--- src/hw/rtl/lru_pinned_page_buffer_manager_defines.svh ---
// Assertion macros shared by the buffer manager RTL.
// Needs clk_i and rst_ni in the scope of each use.
`ifndef LRU_PINNED_PAGE_BUFFER_MANAGER_DEFINES_SVH
`define LRU_PINNED_PAGE_BUFFER_MANAGER_DEFINES_SVH

`define LPBM_ASSERT_IMPL(lbl, ante, cons) \
  lbl: assert property (@(posedge clk_i) disable iff (!rst_ni) (ante) |-> (cons)) \
    else $error("buffer manager check failed");

`define LPBM_ASSERT_NEXT(lbl, ante, cons) \
  lbl: assert property (@(posedge clk_i) disable iff (!rst_ni) (ante) |=> (cons)) \
    else $error("buffer manager check failed");

`endif

--- src/hw/rtl/lpbm_pkg.sv ---
// Types and constants of the LRU pinned page buffer manager.
// No dependencies.
`timescale 1ns / 1ps
`default_nettype none

package lpbm_pkg;

  localparam int unsigned ACT_W  = 3;
  localparam int unsigned FILE_W = 8;
  localparam int unsigned PAGE_W = 24;
  localparam int unsigned SLOT_W = 6;

  typedef enum logic [ACT_W-1:0] {
    ACT_GET   = 3'd0,
    ACT_ALLOC = 3'd1,
    ACT_DIRTY = 3'd2,
    ACT_UNPIN = 3'd3,
    ACT_FORCE = 3'd4
  } action_e;

  typedef struct packed {
    logic [ACT_W-1:0]  action;
    logic [FILE_W-1:0] file_id;
    logic [PAGE_W-1:0] page_num;
  } req_t;

  typedef struct packed {
    logic              status;
    logic [SLOT_W-1:0] slot;
    logic              hit;
    logic              fetch_valid;
    logic              writeback_valid;
    logic [FILE_W-1:0] writeback_file;
    logic [PAGE_W-1:0] writeback_page;
  } res_t;

endpackage

`default_nettype wire

--- src/hw/rtl/lpbm_slot_ram.sv ---
// Slot table memory: one write port, one read port, registered read data.
// No dependencies.
`timescale 1ns / 1ps
`default_nettype none

module lpbm_slot_ram #(
  parameter int unsigned DEPTH = 64,
  parameter int unsigned WIDTH = 8
) (
  input  wire logic                     clk_i,
  input  wire logic                     we_i,
  input  wire logic [$clog2(DEPTH)-1:0] waddr_i,
  input  wire logic [WIDTH-1:0]         wdata_i,
  input  wire logic [$clog2(DEPTH)-1:0] raddr_i,
  output logic      [WIDTH-1:0]         rdata_o
);

  logic [WIDTH-1:0] mem [DEPTH];

  always_ff @(posedge clk_i) begin
    if (we_i) begin
      mem[waddr_i] <= wdata_i;
    end
    rdata_o <= mem[raddr_i];
  end

endmodule

`default_nettype wire

--- src/hw/rtl/lru_pinned_page_buffer_manager.sv ---
// Top level of the LRU pinned page buffer manager.
// Depends on lpbm_pkg, lpbm_slot_ram and lru_pinned_page_buffer_manager_defines.svh.
//
//   channel   direction   handshake            payload
//   request   in          in_valid_i/in_stall_o     req_t
//   result    out         out_valid_o/out_stall_i   res_t
//
// After reset the slot table is initialized slot by slot; no request is taken
// meanwhile. A request takes a tag scan over the slots through the single read
// port, then relinking of the LRU list, plus a read of each slot stepped over in
// the LRU walk for a victim. One request is in work at a time; a finished
// result waits in the output register.
`timescale 1ns / 1ps
`default_nettype none

module lru_pinned_page_buffer_manager
  import lpbm_pkg::*;
#(
  parameter int unsigned NUM_SLOTS = 64,
  parameter int unsigned PIN_BITS  = 8
) (
  input  wire logic clk_i,
  input  wire logic rst_ni,
  input  wire logic in_valid_i,
  output logic      in_stall_o,
  input  wire req_t in_i,
  output logic      out_valid_o,
  input  wire logic out_stall_i,
  output res_t      out_o
);

  localparam int unsigned AW = $clog2(NUM_SLOTS);
  localparam int unsigned LW = $clog2(NUM_SLOTS + 1);
  localparam logic [LW-1:0] NIL = LW'(NUM_SLOTS);
  localparam logic [AW-1:0] LAST = AW'(NUM_SLOTS - 1);

  typedef struct packed {
    logic                valid;
    logic                dirty;
    logic [PIN_BITS-1:0] pin;
    logic [LW-1:0]       prev;
    logic [LW-1:0]       next;
    logic [FILE_W-1:0]   file;
    logic [PAGE_W-1:0]   page;
  } entry_t;

  localparam int unsigned EW = $bits(entry_t);

  typedef enum logic [15:0] {
    S_INIT     = 16'h0001,
    S_IDLE     = 16'h0002,
    S_SCAN     = 16'h0004,
    S_DEC      = 16'h0008,
    S_FREE_CHK = 16'h0010,
    S_VIC_CHK  = 16'h0020,
    S_DET      = 16'h0040,
    S_DN_WR    = 16'h0080,
    S_DP_WR    = 16'h0100,
    S_ATT      = 16'h0200,
    S_AH_WR    = 16'h0400,
    S_FIN      = 16'h0800,
    S_OUT      = 16'h1000
  } state_e;

  state_e        state_q, state_d;
  logic [AW-1:0] cnt_q, cnt_d;
  logic [LW-1:0] head_q, head_d, tail_q, tail_d, free_q, free_d;
  logic          out_valid_q, out_valid_d;
  res_t          out_q, out_d;
  req_t          req_q, req_d;
  res_t          res_q, res_d;
  entry_t        cur_q, cur_d;
  logic [AW-1:0] x_q, x_d;
  logic          hit_q, hit_d;
  logic          relink_q, relink_d;
  logic [AW-1:0] ra_q, rd_addr;

  logic          mem_we;
  logic [AW-1:0] mem_wa;
  entry_t        mem_wd;
  logic [EW-1:0] rdata_raw;
  entry_t        rdata;

  assign rdata = entry_t'(rdata_raw);

  lpbm_slot_ram #(
    .DEPTH(NUM_SLOTS),
    .WIDTH(EW)
  ) u_ram (
    .clk_i  (clk_i),
    .we_i   (mem_we),
    .waddr_i(mem_wa),
    .wdata_i(EW'(mem_wd)),
    .raddr_i(rd_addr),
    .rdata_o(rdata_raw)
  );

  always_comb begin
    state_d     = state_q;
    cnt_d       = cnt_q;
    head_d      = head_q;
    tail_d      = tail_q;
    free_d      = free_q;
    out_valid_d = out_valid_q;
    out_d       = out_q;
    req_d       = req_q;
    res_d       = res_q;
    cur_d       = cur_q;
    x_d         = x_q;
    hit_d       = hit_q;
    relink_d    = relink_q;
    rd_addr     = ra_q;
    mem_we      = 1'b0;
    mem_wa      = x_q;
    mem_wd      = cur_q;

    if (out_valid_q && !out_stall_i) begin
      out_valid_d = 1'b0;
    end

    unique case (state_q)
      S_INIT: begin
        mem_we      = 1'b1;
        mem_wa      = cnt_q;
        mem_wd      = '0;
        mem_wd.prev = NIL;
        mem_wd.next = LW'(cnt_q) + LW'(1);
        cnt_d       = cnt_q + AW'(1);
        if (cnt_q == LAST) begin
          state_d = S_IDLE;
        end
      end
      S_IDLE: begin
        rd_addr = '0;
        if (in_valid_i) begin
          req_d   = in_i;
          res_d   = '0;
          state_d = S_SCAN;
        end
      end
      S_SCAN: begin
        if (rdata.valid && rdata.file == req_q.file_id && rdata.page == req_q.page_num) begin
          hit_d   = 1'b1;
          x_d     = ra_q;
          cur_d   = rdata;
          state_d = S_DEC;
        end else if (ra_q == LAST) begin
          hit_d   = 1'b0;
          state_d = S_DEC;
        end else begin
          rd_addr = ra_q + AW'(1);
        end
      end
      S_DEC: begin
        relink_d = 1'b1;
        state_d  = S_OUT;
        if (hit_q) begin
          res_d.slot = SLOT_W'(x_q);
          res_d.hit  = 1'b1;
        end
        if (req_q.action == ACT_GET && hit_q) begin
          if (cur_q.pin != '1) begin
            cur_d.pin = cur_q.pin + PIN_BITS'(1);
          end
          state_d = S_DET;
        end else if (req_q.action == ACT_GET || req_q.action == ACT_ALLOC) begin
          cur_d.valid       = 1'b1;
          cur_d.dirty       = 1'b0;
          cur_d.pin         = PIN_BITS'(1);
          cur_d.file        = req_q.file_id;
          cur_d.page        = req_q.page_num;
          res_d.fetch_valid = 1'b1;
          if (hit_q) begin
            state_d = S_DET;
          end else if (free_q != NIL) begin
            x_d     = free_q[AW-1:0];
            rd_addr = free_q[AW-1:0];
            state_d = S_FREE_CHK;
          end else if (tail_q != NIL) begin
            x_d     = tail_q[AW-1:0];
            rd_addr = tail_q[AW-1:0];
            state_d = S_VIC_CHK;
          end else begin
            res_d        = '0;
            res_d.status = 1'b1;
          end
        end else if (req_q.action == ACT_DIRTY && hit_q) begin
          cur_d.dirty = 1'b1;
          state_d     = S_DET;
        end else if (req_q.action == ACT_UNPIN && hit_q) begin
          if (cur_q.pin != '0) begin
            cur_d.pin = cur_q.pin - PIN_BITS'(1);
          end
          relink_d = (cur_q.pin == PIN_BITS'(1)) || (cur_q.pin == '0);
          state_d  = relink_d ? S_DET : S_FIN;
        end else if (req_q.action == ACT_FORCE && hit_q) begin
          relink_d = 1'b0;
          if (cur_q.dirty) begin
            res_d.writeback_valid = 1'b1;
            res_d.writeback_file  = cur_q.file;
            res_d.writeback_page  = cur_q.page;
            cur_d.dirty           = 1'b0;
          end
          state_d = S_FIN;
        end else begin
          res_d = '0;
        end
      end
      S_FREE_CHK: begin
        free_d     = rdata.next;
        res_d.slot = SLOT_W'(x_q);
        state_d    = S_ATT;
      end
      S_VIC_CHK: begin
        if (rdata.pin == '0) begin
          cur_d.prev = rdata.prev;
          cur_d.next = rdata.next;
          res_d.slot = SLOT_W'(x_q);
          if (rdata.valid && rdata.dirty) begin
            res_d.writeback_valid = 1'b1;
            res_d.writeback_file  = rdata.file;
            res_d.writeback_page  = rdata.page;
          end
          state_d = S_DET;
        end else if (rdata.prev != NIL) begin
          x_d     = rdata.prev[AW-1:0];
          rd_addr = rdata.prev[AW-1:0];
        end else begin
          res_d        = '0;
          res_d.status = 1'b1;
          state_d      = S_OUT;
        end
      end
      S_DET: begin
        if (head_q == LW'(x_q)) begin
          head_d = cur_q.next;
        end
        if (tail_q == LW'(x_q)) begin
          tail_d = cur_q.prev;
        end
        if (cur_q.next != NIL) begin
          rd_addr = cur_q.next[AW-1:0];
          state_d = S_DN_WR;
        end else if (cur_q.prev != NIL) begin
          rd_addr = cur_q.prev[AW-1:0];
          state_d = S_DP_WR;
        end else begin
          state_d = S_ATT;
        end
      end
      S_DN_WR: begin
        mem_we      = 1'b1;
        mem_wa      = cur_q.next[AW-1:0];
        mem_wd      = rdata;
        mem_wd.prev = cur_q.prev;
        if (cur_q.prev != NIL) begin
          rd_addr = cur_q.prev[AW-1:0];
          state_d = S_DP_WR;
        end else begin
          state_d = S_ATT;
        end
      end
      S_DP_WR: begin
        mem_we      = 1'b1;
        mem_wa      = cur_q.prev[AW-1:0];
        mem_wd      = rdata;
        mem_wd.next = cur_q.next;
        state_d     = S_ATT;
      end
      S_ATT: begin
        if (head_q != NIL) begin
          rd_addr = head_q[AW-1:0];
          state_d = S_AH_WR;
        end else begin
          state_d = S_FIN;
        end
      end
      S_AH_WR: begin
        mem_we      = 1'b1;
        mem_wa      = head_q[AW-1:0];
        mem_wd      = rdata;
        mem_wd.prev = LW'(x_q);
        state_d     = S_FIN;
      end
      S_FIN: begin
        mem_we = 1'b1;
        mem_wa = x_q;
        mem_wd = cur_q;
        if (relink_q) begin
          mem_wd.next = head_q;
          mem_wd.prev = NIL;
          head_d      = LW'(x_q);
          if (tail_q == NIL) begin
            tail_d = LW'(x_q);
          end
        end
        state_d = S_OUT;
      end
      S_OUT: begin
        if (!out_valid_q || !out_stall_i) begin
          out_valid_d = 1'b1;
          out_d       = res_q;
          state_d     = S_IDLE;
        end
      end
      default: begin
        state_d = S_INIT;
      end
    endcase
  end

  always_ff @(posedge clk_i or negedge rst_ni) begin
    if (!rst_ni) begin
      state_q     <= S_INIT;
      cnt_q       <= '0;
      head_q      <= NIL;
      tail_q      <= NIL;
      free_q      <= '0;
      out_valid_q <= 1'b0;
    end else begin
      state_q     <= state_d;
      cnt_q       <= cnt_d;
      head_q      <= head_d;
      tail_q      <= tail_d;
      free_q      <= free_d;
      out_valid_q <= out_valid_d;
    end
  end

  always_ff @(posedge clk_i) begin
    out_q    <= out_d;
    req_q    <= req_d;
    res_q    <= res_d;
    cur_q    <= cur_d;
    x_q      <= x_d;
    hit_q    <= hit_d;
    relink_q <= relink_d;
    ra_q     <= rd_addr;
  end

  assign in_stall_o  = (state_q != S_IDLE);
  assign out_valid_o = out_valid_q;
  assign out_o       = out_q;

`include "lru_pinned_page_buffer_manager_defines.svh"

  `LPBM_ASSERT_NEXT(a_accept_scans, in_valid_i && !in_stall_o, state_q == S_SCAN)
  `LPBM_ASSERT_IMPL(a_list_ends, state_q != S_INIT, (head_q == NIL) == (tail_q == NIL))
  `LPBM_ASSERT_IMPL(a_nobuf_clean, out_valid_o && out_o.status,
                    !out_o.fetch_valid && !out_o.hit && !out_o.writeback_valid)
  `LPBM_ASSERT_IMPL(a_wb_cause, out_valid_o && out_o.writeback_valid,
                    out_o.hit || out_o.fetch_valid)

endmodule

`default_nettype wire

--- config.mk ---
export PLATFORM = sky130hd
export DESIGN_NAME = lru_pinned_page_buffer_manager
export DESIGN_NICKNAME = d
export VERILOG_FILES = /design/src/hw/rtl/lpbm_pkg.sv /design/src/hw/rtl/lpbm_slot_ram.sv /design/src/hw/rtl/lru_pinned_page_buffer_manager.sv
export VERILOG_INCLUDE_DIRS = /design/src /design/src/hw/rtl
export SDC_FILE = /design/constraint.sdc
export NUM_CORES = 2
export LEC_CHECK = 0
export BUFFER_PORTS_ARGS = -buffer_cell sky130_fd_sc_hd__buf_2
export CORE_MARGIN = 5
export CORE_UTILIZATION = 45
export DETAILED_ROUTE_END_ITERATION = 10
export PLACE_DENSITY = 0.63
export SYNTH_ARGS = -nofsm -noshare
export SYNTH_HDL_FRONTEND = slang
export SYNTH_HIERARCHICAL = 1
export SYNTH_SLANG_ARGS = --single-unit
--- constraint.sdc ---
create_clock -name clk_i -period 16.4 [get_ports clk_i]
set_input_delay 0 -clock clk_i [delete_from_list [all_inputs] [get_ports clk_i]]
set_output_delay 0 -clock clk_i [all_outputs]
set_load 0.005 [all_outputs]
======== After elaboration in Yosys (flattened, before gate mapping) ========
Memories as Yosys holds them, arrays and structs flattened. A register that Yosys moved wholly into a read port is not among the register bits.
Index checks and enable logic that the tools add are counted.
storage, ports and cells
  register bits after elaboration ......... 233
  bits in writable memories ............... 3584
  input port bits ......................... 39
  output and inout port bits .............. 44
  word-level logic and storage cells ...... 248
  memories kept ........................... 1
memory list
  name       depth  width  read ports  clocked after Yosys merged registers in  write ports  RTL line             RTL
  u_ram.mem  64     56     1           1                                        1            lpbm_slot_ram.sv:18  logic [WIDTH-1:0] mem [DEPTH];
operators by class
  add/subtract/negate cells ............... 5
  eq/ne operators ......................... 65
  muxes and demuxes ....................... 100
  reduce and logical (&&, ||, !) cells .... 43
operator list
  operator                               count
  42-bit two-way mux                     9
  56-bit case mux with 5 select lines    1
  16-bit case mux with 12 select lines   1
  16-bit two-way mux                     9
  33-bit two-way mux                     4
  6-bit two-way mux                      21
  35-bit case mux with 3 select lines    1
  13-bit two-way mux                     6
  32-bit two-way mux                     2
  32-bit case mux with 2 select lines    1
  56-bit two-way mux                     1
  6-bit case mux with 4 select lines     2
  7-bit two-way mux                      6
  7-bit != test (second input constant)  6
  6-bit case mux with 7 select lines     1
  8-bit two-way mux                      5
  3-bit != test (second input constant)  11
  2-bit != test (second input constant)  15
  14-bit two-way mux                     2
  14-bit case mux with 2 select lines    1
  7-bit case mux with 2 select lines     2
  24-bit == test                         1
  12-bit two-way mux                     2
  4-bit != test (second input constant)  6
  other kinds (53)                       97

======== Longest topological paths before layout ========
  word-level depth ........................ 8
  mapped depth ............................ 18
  mapped depth without buffers ............ 14

======== Cells and area by module ========
The synthesis kept the hierarchy.
modules (own cells, without submodules)
  module                          times used  cells an instance  area each (um2)  sequential area each (um2)
  lpbm_slot_ram                   1           5750               136497.2         108744.3
  lru_pinned_page_buffer_manager  1           1123               11748.8          6645.1

======== Worst setup path before layout ========
Ideal clock, no wire load.
  kind .................................... register -> register
  start point ............................. register state_q[1]
  end point ............................... memory u_ram/mem[48][0] in the netlist's numbering, enable pin
  setup time .............................. 539 ps
  arrival time ............................ 6659 ps
  required time ........................... 15861 ps
  setup slack ............................. 9203 ps
  cell stages (with the launch flop) ...... 14
  path buffers ............................ 4
  cell sequence ........................... dfrtp_1 -> or4_1 -> buf_2 -> nor3_1 -> and4bb_2 -> or3_1 -> buf_2 -> buf_2 -> nand3_1 -> o21ai_0 -> a21oi_1 -> clkbuf_1 -> or3_1 -> nor3_1
RTL lines
  item                                                                RTL line                               RTL
  start, declared                                                     lru_pinned_page_buffer_manager.sv:65   state_e state_q, state_d;
  start signal, assigned                                              lru_pinned_page_buffer_manager.sv:321  state_q <= state_d;
  16-bit by 11-bit == test with 1-bit output (tied with other cells)  lru_pinned_page_buffer_manager.sv:121  unique case (state_q)
  6-bit case mux with 4 select lines *                                lru_pinned_page_buffer_manager.sv:121
  named net mem_wa[1]                                                 lru_pinned_page_buffer_manager.sv:79   logic [AW-1:0] mem_wa;
  end, declared                                                       lpbm_slot_ram.sv:18
The timed path passes the listed nets; every way through them passes the cells marked *.

======== Worst setup path after layout ========
  start point ............................. register u_ram.rdata_o[0], read port of u_ram.mem
  end point ............................... register u_ram.rdata_o[35], read port of u_ram.mem
on the way
  word-level cells in the longest chain between the ends .. 4
RTL lines
  item                                RTL line                               RTL
  start, declared                     lpbm_slot_ram.sv:15                    output logic [WIDTH-1:0] rdata_o
  24-bit == test                      lru_pinned_page_buffer_manager.sv:142  if (rdata.valid && rdata.file == req_q.file_id && rdata.page == req_q.page_num) begin
  1-bit logical AND                   lru_pinned_page_buffer_manager.sv:142
  6-bit two-way mux                   lru_pinned_page_buffer_manager.sv:142
  6-bit case mux with 7 select lines  lru_pinned_page_buffer_manager.sv:121
  named net rd_addr[0]                lru_pinned_page_buffer_manager.sv:76   logic [AW-1:0] ra_q, rd_addr;
The timed path passes the listed nets, and every way through them passes these cells.
A chain may end at the register's enable or synchronous reset.

==> results <==
- Counting every net in the synthesized netlist gives approximately 6,900.
- For the pin with the worst max-slew slack, the measured transition is between 1000 and 1500 ps.
- The detail-routed via count per cell is ~6.4.
- The number of pins with negative max-slew slack in the final report is 0.
- Compared with the post-synthesis result, the final layout area differs by 13.8%.
- At the later pin of the worst-skew pair, clock insertion delay measures approximately 960 ps.
- Port buffering added 82 buffers.
- After the first detailed-routing iteration, the DRC count stood at around 11,000.
- The final core utilization is between 50% and 60%.
- The main flop type after synthesis is sky130_fd_sc_hd__edfxtp_1.
- After Yosys synthesis, and, or, nand and nor cells account for 2.36% of the synthesized area.
- The tightest min-delay check is of the input port to asynchronous set/reset pin type.
- The remaining antenna violation count after routing is 0.
- The xor and xnor fraction of the mapped netlist area is less than 1%.
- The detailed-placement wirelength estimate is about 230,000 um.
- The effective utilization at floorplan is between 40 and 50%.
- For flop-to-flop paths, the worst setup slack is 8630 ps.
- The share of total power dissipated in combinational logic is between 10 and 15%.
- From bottom edge to top edge, the die measures 584 um.
- The number of gates resized after CTS was 0.
- Global routing consumed, over all layers together, between 20% and 30% of the routing resources.
- The clock root buffer is sky130_fd_sc_hd__clkbuf_16.
- The critical-path cell with the highest stage delay is sky130_fd_sc_hd__buf_4.
- After synthesis, the largest family of logic cells by area is multiplexers.
- The first global-routing pass estimated between 500,000 and 600,000 um of wire.
- Counting every instance in the synthesized netlist gives 6,873.
- Setup repair after global routing left no endpoint under its margin.
- The worst path uses between 40% and 50% of the clock period.
- In this run the static leakage power is ~53 nW.
- The maximum resistive drop on vdd is 0.000114 V.
- The mean routed wirelength per cell is between 30 and 40 um.
- The arrival time at the worst endpoint is around 8600 ps.
- TritonCTS built the clock tree.
- The final layout contains around 7,300 nets.
- The die is between 500 and 600 um wide.
- Counting flops with an async set or reset pin after synthesis yields a share of under 10%.
- The start-to-end type of the worst setup path is flip-flop to flip-flop.
- The number of cells on the worst reg-to-reg path is 17.
- The pin count of the biggest net entering global routing is around 120.
- Across all layers, the routed design uses around 77,000 vias.
- The startpoint of the most critical register-to-register path is u_ram/rdata_o[0].
- The internal power is about 0.018 W.
- The count of TritonRoute iterations in the first routing pass is 8.
- Between clock sinks in the finished design, the worst skew comes to 47.8 ps.
- The number of enable flip-flop cells after synthesis is around 3,800.
- For the worst setup path, the data required time is ~17,000 ps.
- The register area share after synthesis is between 70% and 80%.
- The H-tree was split into 5 levels.
- No sink is reached through more buffers than the 4 on the longest clock path.
- The number of setup buffers added after CTS is 0.
- For the final routed database, the setup TNS stands at 0 ps.
- In the routed design, unresolved DRC markers number 0.
- STA classifies the critical path startpoint as a flip-flop.
- The initial antenna violation count was 18.
- Summing every instance area after synthesis gives 148,000 um^2.
- The share of post-route cells with drive strength above 1 is 26.4%.
- For this design, the sink count on the clock tree is approximately 3,900.
- Setup violations remaining at the end of the flow were counted as 0.
- After filler insertion, the fill cell instance count of the layout stands at roughly 25,000.
- The net switching component of the power is between 0.006 and 0.007 W.
- The area of the core is 328,000 um^2.
- The initialized floorplan defines 210 standard-cell rows.
- Multiplexer cells account for between 10% and 20% of the synthesized area.
- Net switching is between 20 and 30% of the power.
- Clock tree synthesis inserted a total of approximately 380 buffers.
- The flow ran to the end, and the final reports show no timing, DRC or antenna violations.
- Of the total synthesized cell area, the portion taken by full adders, half adders and majority gates is less than 1%.
- The maximum clock frequency is between 0.1 and 0.15 GHz.
- The maximum single-stage delay on the critical path is slightly above 900 ps.
- The completed layout was analyzed and its total power is 0.0244 W.
- The signal on the critical path passes through xnor2_1, nand4_1, nor4_1, nand4_1, inv_1, a2111oi_4, o21ai_1, a211o_4, buf_4, buf_4, buf_4, mux4_2, o221ai_1, a21oi_1, a21oi_1, a221oi_1, buf_4.
- The via count of the first global-routing pass was about 76,000.
- The clock network accounts for a little over a third of the total power.
- For this run, the number of Yosys warnings is 6.
- The clock slew at the register clock pins of the worst setup and hold paths is 60 ps.
- Dividing the synthesized area by the synthesized cell count gives approximately 22 um^2.
- In this run the count of I/O pins placed on the die edge is 83.
- The reg-to-reg critical path endpoint is u_ram/rdata_o[35].
- Of all nets on the critical path, the largest fanout is 47.
- The total power density per cell area is ~140 nW/um^2.
- Sequential cells account for 51.6% of the total power.
- The die area is about 340,000 um^2.
- The sum of routed wire length over all layers is ~430,000 um.
- The synthesized netlist contains around 80 unique library cells.
- The post-route minimum period is a little under 8000 ps.
- The worst pin sits at a relative slew slack of a little over a tenth.
- For this run the aggregate overflow at the end of global routing stands at 0.
- Across the run, the number of max-cap violations was 0.
- The hold violation total from the final report is 0.
- The weighted congestion at the end of routability-driven global placement is ~0.87.
- The post-synthesis compound-gate area fraction is between 3 and 4%.
- The count of state elements after synthesis is between 3,000 and 4,000.
- The sort of element at the end of the critical path is a flip-flop.
- Among the stages of the critical path, the cell type that occurs most often is sky130_fd_sc_hd__buf_4.
==> per-layer routing <==
metal	track usage, %	part of all wire, %
met2	38.8	47
met1	34.6	38
met4	7.62	3.4
met5	0	0.011
met3	5.86	11
==> worst max path at each step <==
stage | start | endpoint | slack, ps | depth (start not counted)
2_1_floorplan | state_q[1] | u_ram/mem[48][0] | 9200 | 13
3_3_place_gp | u_ram/rdata_o[0] | u_ram/rdata_o[48] | 8460 | 14
3_5_place_dp | u_ram/rdata_o[0] | u_ram/rdata_o[35] | 8530 | 17
4_1_cts | u_ram/rdata_o[0] | u_ram/rdata_o[35] | 8470 | 17
5_1_grt | state_q[1] | u_ram/rdata_o[35] | 7970 | 15
6_report | u_ram/rdata_o[0] | u_ram/rdata_o[35] | 8630 | 17
==> critical path, delay by kind of cell, from the launching register on <==
kind,cells,cell delay [ps]
AOI/OAI and AO/OA,7,1800
xor gates and xnor gates,1,220
buffers and inverters,5,2850
DFF,1,760
muxes,1,590
and+or+nand+nor,3,1200
==> flip-flops by register name, indices dropped and copies added, names as in the netlist <==
| register | cells |
|---|---|
| cnt_q | 6 |
| tail_q | 7 |
| relink_q | 1 |
| ra_q | 6 |
| u_ram/rdata_o | 56 |
| u_ram/mem | 3584 |
| out_valid_o | 1 |
| cur_q | 56 |
| res_q | 42 |
| head_q | 7 |
| free_q | 7 |
| hit_q | 1 |
| req_q | 35 |
| state_q | 13 |
| x_q | 6 |
| out_o | 42 |
==> per-stage QoR <==
stage | setup WS (ps) | hold slack (ps) | area, um^2 | std cells
2_1_floorplan | 9200 | -296 | 148000 | 6873
5_1_grt | 7970 | 190 | 169000 | 12000
3_3_place_gp | 8460 | 179 | 155000 | 11200
3_5_place_dp | 8530 | 181 | 155000 | 11200
6_report | 8630 | 217 | 169000 | 12000
4_1_cts | 8470 | 143 | 169000 | 12000
==> layout by cell type (no fill, tap or decap), types with 17 or more instances in the layout <==
cell	synthesis	layout
sky130_fd_sc_hd__a22oi_1	45	45
sky130_fd_sc_hd__xnor2_1	38	38
sky130_fd_sc_hd__a22o_1	136	136
sky130_fd_sc_hd__dlygate4sd3_1	0	76
sky130_fd_sc_hd__a21oi_1	123	121
sky130_fd_sc_hd__nor2_1	174	109
sky130_fd_sc_hd__a31oi_1	19	19
sky130_fd_sc_hd__buf_4	73	268
sky130_fd_sc_hd__mux2i_1	80	80
sky130_fd_sc_hd__nand3_1	57	53
sky130_fd_sc_hd__clkinv_2	0	67
sky130_fd_sc_hd__dfxtp_1	62	62
sky130_fd_sc_hd__nand2_1	314	306
sky130_fd_sc_hd__clkbuf_1	201	93
sky130_fd_sc_hd__buf_2	93	82
sky130_fd_sc_hd__clkbuf_16	0	385
sky130_fd_sc_hd__bufinv_16	0	36
sky130_fd_sc_hd__clkinv_1	0	65
sky130_fd_sc_hd__o221ai_1	37	37
sky130_fd_sc_hd__dfrtp_1	38	38
sky130_fd_sc_hd__clkbuf_8	0	17
sky130_fd_sc_hd__o22ai_1	131	131
sky130_fd_sc_hd__a211oi_1	17	17
sky130_fd_sc_hd__mux2_2	17	17
sky130_fd_sc_hd__a221oi_1	103	97
sky130_fd_sc_hd__o21ai_4	0	41
sky130_fd_sc_hd__xor2_1	20	20
sky130_fd_sc_hd__mux4_2	887	887
sky130_fd_sc_hd__o21ai_0	80	39
sky130_fd_sc_hd__nor2_4	0	65
sky130_fd_sc_hd__nor3_1	35	33
sky130_fd_sc_hd__edfxtp_1	3767	3767
==> synth_stat cells (73+ instances only) <==
cell | count | area share (%)
sky130_fd_sc_hd__clkbuf_1 | 201 | 0.51
sky130_fd_sc_hd__a22o_1 | 136 | 0.80
sky130_fd_sc_hd__o22ai_1 | 131 | 0.55
sky130_fd_sc_hd__a221oi_1 | 103 | 0.61
sky130_fd_sc_hd__mux2i_1 | 80 | 0.54
sky130_fd_sc_hd__nor2_1 | 174 | 0.44
sky130_fd_sc_hd__buf_2 | 93 | 0.31
sky130_fd_sc_hd__a21oi_1 | 123 | 0.42
sky130_fd_sc_hd__buf_4 | 73 | 0.37
sky130_fd_sc_hd__mux4_2 | 887 | 13
sky130_fd_sc_hd__edfxtp_1 | 3767 | 76
sky130_fd_sc_hd__o21ai_0 | 80 | 0.27
sky130_fd_sc_hd__nand2_1 | 314 | 0.80
==> timing repair <==
item	4_1_cts	5_1_grt
endpoints found under the hold margin	159	0
hold buffers	77	0
endpoints found under the setup margin	0	0
==> logic make-up after synthesis <==
logic type | after synthesis
compound gates | 786
xor+xnor | 58
fa+ha+maj | 6
buf+inv | 420
flops | 3870
mux | 990
simple gates | 743
==> final cells by class <==
cell class	count	area [um^2]	share of cell area, %
flip-flops and latches	3870	115000	68.4
well taps	4346	5440	3.22
clock inverters	206	2200	1.30
multi-input cells	2583	32000	19.0
diodes	8	20.0	0.0119
repair buffers	439	3410	2.02
inverters	18	67.6	0.0400
clock buffers	495	10200	6.06
==> power groups by stage <==
stage	registers, W	clock network (W)	logic [W]
2_1_floorplan	0.0128	0	0.00154
5_1_grt	0.0126	0.00925	0.00319
3_5_place_dp	0.0128	0	0.00303
4_1_cts	0.0126	0.00881	0.00305
3_3_place_gp	0.0127	0	0.00295
6_report	0.0126	0.00870	0.00308
Power figures use the tool's default switching activity.
